===== config.mk =====
export PLATFORM = sky130hd
export DESIGN_NAME = csre_front
export DESIGN_NICKNAME = d
export VERILOG_FILES = /design/src/assert_macros.svh /design/src/csre_pkg.sv /design/src/csre_front.sv
export SDC_FILE = /design/constraint.sdc
export NUM_CORES = 1
export LEC_CHECK = 0
export BUFFER_PORTS_ARGS = -buffer_cell sky130_fd_sc_hd__clkbuf_2
export CORE_MARGIN = 2
export CORE_UTILIZATION = 40
export DETAILED_ROUTE_END_ITERATION = 16
export HOLD_SLACK_MARGIN = 0.1
export SYNTH_ARGS = -nofsm -noshare
export SYNTH_HDL_FRONTEND = slang
export SYNTH_SLANG_ARGS = --single-unit

===== constraint.sdc =====
create_clock -name i_clk -period 11 [get_ports i_clk]
set_clock_uncertainty 0.1 [all_clocks]
set_input_delay 0.55 -clock i_clk [delete_from_list [all_inputs] [get_ports i_clk]]
set_output_delay 0.55 -clock i_clk [all_outputs]
set_load 0.02 [all_outputs]

===== src/assert_macros.svh =====
// assertion macros shared by the rtl
`ifndef ASSERT_MACROS_SVH
`define ASSERT_MACROS_SVH

// implication checked on every rising clock edge outside reset
`define CSRE_ASSERT_IMPL(label, clk, rst_n, ante, cons, msg) \
    label: assert property (@(posedge clk) disable iff (!rst_n) (ante) |-> (cons)) \
        else $error(msg);

// condition that must never hold outside reset
`define CSRE_ASSERT_NEVER(label, clk, rst_n, cond, msg) \
    label: assert property (@(posedge clk) disable iff (!rst_n) !(cond)) \
        else $error(msg);

`endif


===== src/csre_pkg.sv =====
// types and codes of the sdo request engine
package csre_pkg;

    localparam logic [1:0] OP_SUBMIT = 2'd0;
    localparam logic [1:0] OP_RX     = 2'd1;
    localparam logic [1:0] OP_TICK   = 2'd2;
    localparam logic [1:0] OP_REFUSE = 2'd3;

    localparam logic [1:0] PRIO_CRIT = 2'd0;
    localparam logic [1:0] PRIO_CTRL = 2'd1;

    localparam logic       KIND_FRAME = 1'b0;
    localparam logic       KIND_DONE  = 1'b1;

    localparam logic [2:0] ST_OK       = 3'd0;
    localparam logic [2:0] ST_SENDFAIL = 3'd1;
    localparam logic [2:0] ST_REJECTED = 3'd2;
    localparam logic [2:0] ST_TIMEOUT  = 3'd3;
    localparam logic [2:0] ST_FULL     = 3'd4;

    localparam logic [7:0] REJECT_CODE = 8'h80;
    localparam logic [3:0] MIN_RX_LEN  = 4'd4;
    localparam logic [3:0] MAX_LEN     = 4'd8;

    localparam logic [7:0] PERIOD_RESET = 8'd2;
    localparam logic [7:0] HOLD_RESET   = 8'd10;
    localparam logic [15:0] TAG_LAST    = 16'hFFFF;

    localparam logic REG_PERIOD = 1'b0;
    localparam logic REG_HOLD   = 1'b1;

    typedef struct packed {
        logic [1:0]  op;
        logic [10:0] frame_id;
        logic [3:0]  frame_len;
        logic [63:0] frame_bytes;
        logic [1:0]  priority_class;
        logic [15:0] request_tag;
        logic        wants_reply;
        logic [10:0] reply_id;
        logic [15:0] object_index;
        logic [7:0]  object_subindex;
        logic [15:0] wait_limit_ms;
    } t_in_item;

    typedef struct packed {
        logic        out_kind;
        logic [10:0] out_frame_id;
        logic [3:0]  out_len;
        logic [63:0] out_bytes;
        logic [15:0] done_tag;
        logic [2:0]  done_status;
        logic [15:0] latency_ms;
    } t_out_item;

    typedef struct packed {
        logic is_crit;
        logic is_ctrl;
    } t_cls;

    typedef struct packed {
        t_in_item item;
        t_cls     cls;
    } t_work;

    typedef struct packed {
        logic [15:0] tag;
        logic [10:0] fid;
        logic [3:0]  len;
        logic        crit;
        logic        wants;
        logic [15:0] wlim;
        logic [10:0] rid;
        logic [15:0] idx;
        logic [7:0]  sub;
        logic [63:0] bytes;
    } t_slot;

    typedef struct packed {
        logic busy;
        logic queue_full;
    } t_back_status;

endpackage


===== src/csre_front.sv =====
// front: accepts beats, classifies them and buffers them for the back
module csre_front (
    input  logic               i_clk,
    input  logic               i_rst_n,
    input  logic               i_in_valid,
    output logic               o_in_stall,
    input  csre_pkg::t_in_item i_in_item,
    output logic               o_work_valid,
    output csre_pkg::t_work    o_work,
    input  logic               i_work_take
);
    csre_pkg::t_work r_buf [2];
    logic            r_wptr, r_rptr;
    logic [1:0]      r_cnt;
    logic            push, pop;
    csre_pkg::t_cls  cls;

    always_comb begin
        cls.is_crit = (i_in_item.priority_class == csre_pkg::PRIO_CRIT);
        cls.is_ctrl = (i_in_item.priority_class == csre_pkg::PRIO_CTRL);
    end

    assign o_in_stall   = (r_cnt == 2'd2);
    assign push         = i_in_valid && !o_in_stall;
    assign o_work_valid = (r_cnt != 2'd0);
    assign pop          = o_work_valid && i_work_take;
    assign o_work       = r_buf[r_rptr];

    always_ff @(posedge i_clk) begin
        if (push) begin
            r_buf[r_wptr] <= '{item: i_in_item, cls: cls};
        end
    end

    always_ff @(posedge i_clk) begin
        if (!i_rst_n) begin
            r_wptr <= 1'b0;
            r_rptr <= 1'b0;
            r_cnt  <= 2'd0;
        end else begin
            if (push) r_wptr <= !r_wptr;
            if (pop)  r_rptr <= !r_rptr;
            r_cnt <= r_cnt + 2'(push) - 2'(pop);
        end
    end
endmodule


==> reports/qor.yml <==
global_route:
  grt_max_degree: 68
  grt_pass1_wl_mm: 32.6
  antenna_found_initial: 0
  grt_usage_pct: 14.0
  grt_pass1_vias: 5839
  overflow: 0
timing:
  slew_viol_final: 0
  fin_crit_ns: 3.44
  fin_ws_ns: 7.56
  fin_setup_tns_ns: 0
  hold_violations: 0
  fmax_mhz: 291
  period_share_pct: 31.3
  finalSetupViolCount: 0
  slew_headroom_pct: 35.5
  tightestPinTransition_ns: 0.968
  rsz0062_at_grt: "false"
yosys:
  synth-adder-area-share_pct: 0.216
  ys_seq_elements: 311
  synthMuxAreaShare_pct: 17.3
  synth_top_family_by_area: "multiplexers"
  ys.flop_type: "edfxtp_1"
  synthSimpleGateAreaFrac_pct: 0.649
  synth.distinct_cells: 20
  synth_compound_area_share_pct: 0.0649
  syn-cell-area_sq_um: 11600
  syn_nets: 662
  async_flop_share_pct: 0
  yosysWarningCount: 0
  ys_seq_area_share_pct: 80.3
  synth-edff-count: 306
  synth-xor-area-share_pct: 0.151
  post_synth_inst_count: 505
  avgSynthCellArea_sq_um: 22.9
outcome:
  outcome: "complete, no violations"
clock_network:
  htreeDepth: 2
  clk_latency_ns: 0.49
  clockRootBuffer: "clkbuf_16"
  clkTransAtPathRegs_ns: 0.06
  cts_buffers: 34
  cts.path.max_buffers: 3
  post_cts_resized: 0
  tritoncts: "done"
  post-cts-setup-buffers: 0
  cts.sinks: 311
  hold_buffers: 0
final_layout:
  area_delta_synth_final_pct: 26.2
  drive_gt1_share_pct: 60.3
  antennaDiodeCount: 0
  final_common_cell: "clkbuf_2"
  mostFrequentLayoutCells: "clkbuf_2 (309), edfxtp_1 (306), mux2_2 (83)"
  num-nets-final: 997
power_and_ir_drop:
  p_per_area_nw_per_um2: 256
  power.total_mw: 3.73
  ir_worst_vdd_mv: 0.181
  leakage_nw: 5.65
placed_design:
  gp_congestion: 0.720
  pre_cts_slack_ns: 8.02
  io_buffers: 309
  place_hpwl_mm: 14.2
detailed_routing:
  wirelength_mm: 21.7
  routedWlPerCell_um: 17.4
  drtAntennaViolNets: 0
  drt_iter0_drc: 397
  drc: 0
  viasPerCell: 4.60
  dr.pass1.iters: 6
  vias: 5742
die:
  fp.dieH_um: 174
  rows: 62
  core_sq_um: 28500
  num_io_pins: 310
  die_w_um: 174
  dieArea_sq_um: 30300
  initial_core_util_pct: 40.5
hold_path:
  hp-class: "input port to flop"
  worstHoldStart: "i_in_item[27]"
setup_path:
  critPathRequiredTime_ns: 10.35
  crit_type: "flop to output port"
  timing.rr.start: "r_cnt[0]$_SDFF_PN0_"
  cp_max_fo: 56
  cp.arrival_ns: 2.79
  start_kind: "flop"
  cp-end-kind: "output port"
run:
  drv_cap: 0
[report_power, final]
part | internal (mW) | switching, mW
Combinational | 0.438 | 0.620
Clock | 0.656 | 0.417
Sequential | 1.53 | 0.0712
[per-layer routing]
layer  vias up  track usage (%)  share of wire (%)
li1       2684                -                  -
met1      2800             18.5                 43
met2       224             21.6                 46
met3        34             5.05                8.9
met4         0             4.41                2.3
met5         -                0                  0
[metrics by stage]
stage / std cells / utilization (%) / cell area, sq um / hold slack [ns]
6_report: 1248 / 51.1 / 14600 / 0.141
5_1_grt: 1248 / 51.1 / 14600 / 0.119
4_1_cts: 1248 / 51.1 / 14600 / 0.108
3_5_place_dp: 1188 / 47.3 / 13500 / 0.416
3_3_place_gp: 1188 / 47.3 / 13500 / 0.397
2_1_floorplan: 505 / - / 11600 / 0.355
[final timing paths]
path | cells after the start | slack [ns] | end
hold reg to reg | 2 | 0.42 | r_rptr$_SDFFE_PN0P_
setup reg to reg | 5 | 8.52 | r_buf[0][4]$_DFFE_PP_
setup / recovery | 3 | 7.56 | o_work[25]
hold / removal | 1 | 0.14 | r_buf[0][29]$_DFFE_PP_
[registers in the layout (all words and copies together) (netlist names), named ones only]
signal	cells
r_buf	306
r_rptr	1
r_wptr	1
r_cnt	2
[critical path, cell delays in order, from the launching register on]
cell	delay, ns
dfxtp_4	0.82
buf_4	0.79
mux2_2	0.44
clkbuf_2	0.16
[Yosys cell counts (all sizes together) (2+ instances only)]
library cell	number	share of area (%)
edfxtp	306	79
mux2	153	17
buf	17	1.2
dfxtp	5	0.87
nor2	5	0.16
inv	3	0.097
and2	2	0.11
ha	2	0.22
nand2	2	0.065
nand2b	2	0.11
[logic make-up after synthesis]
kind of cell,after synthesis
xor gates and xnor gates,2
muxes,154
buffers and inverters,20
DFF,311
and+or+nand+nor,15
adders and majority gates,2
AOI/OAI and AO/OA,1
[final cells by class]
type,instances,area (sq um)
fillers,2428,14000
flip-flops and latches,311,9290
multi-input cells,174,2130
repair buffers,316,1600
clock buffers,44,952
well taps,384,480
clock inverters,16,124
inverters,3,11.3
Note: power is estimated with default switching activity, not from simulation.
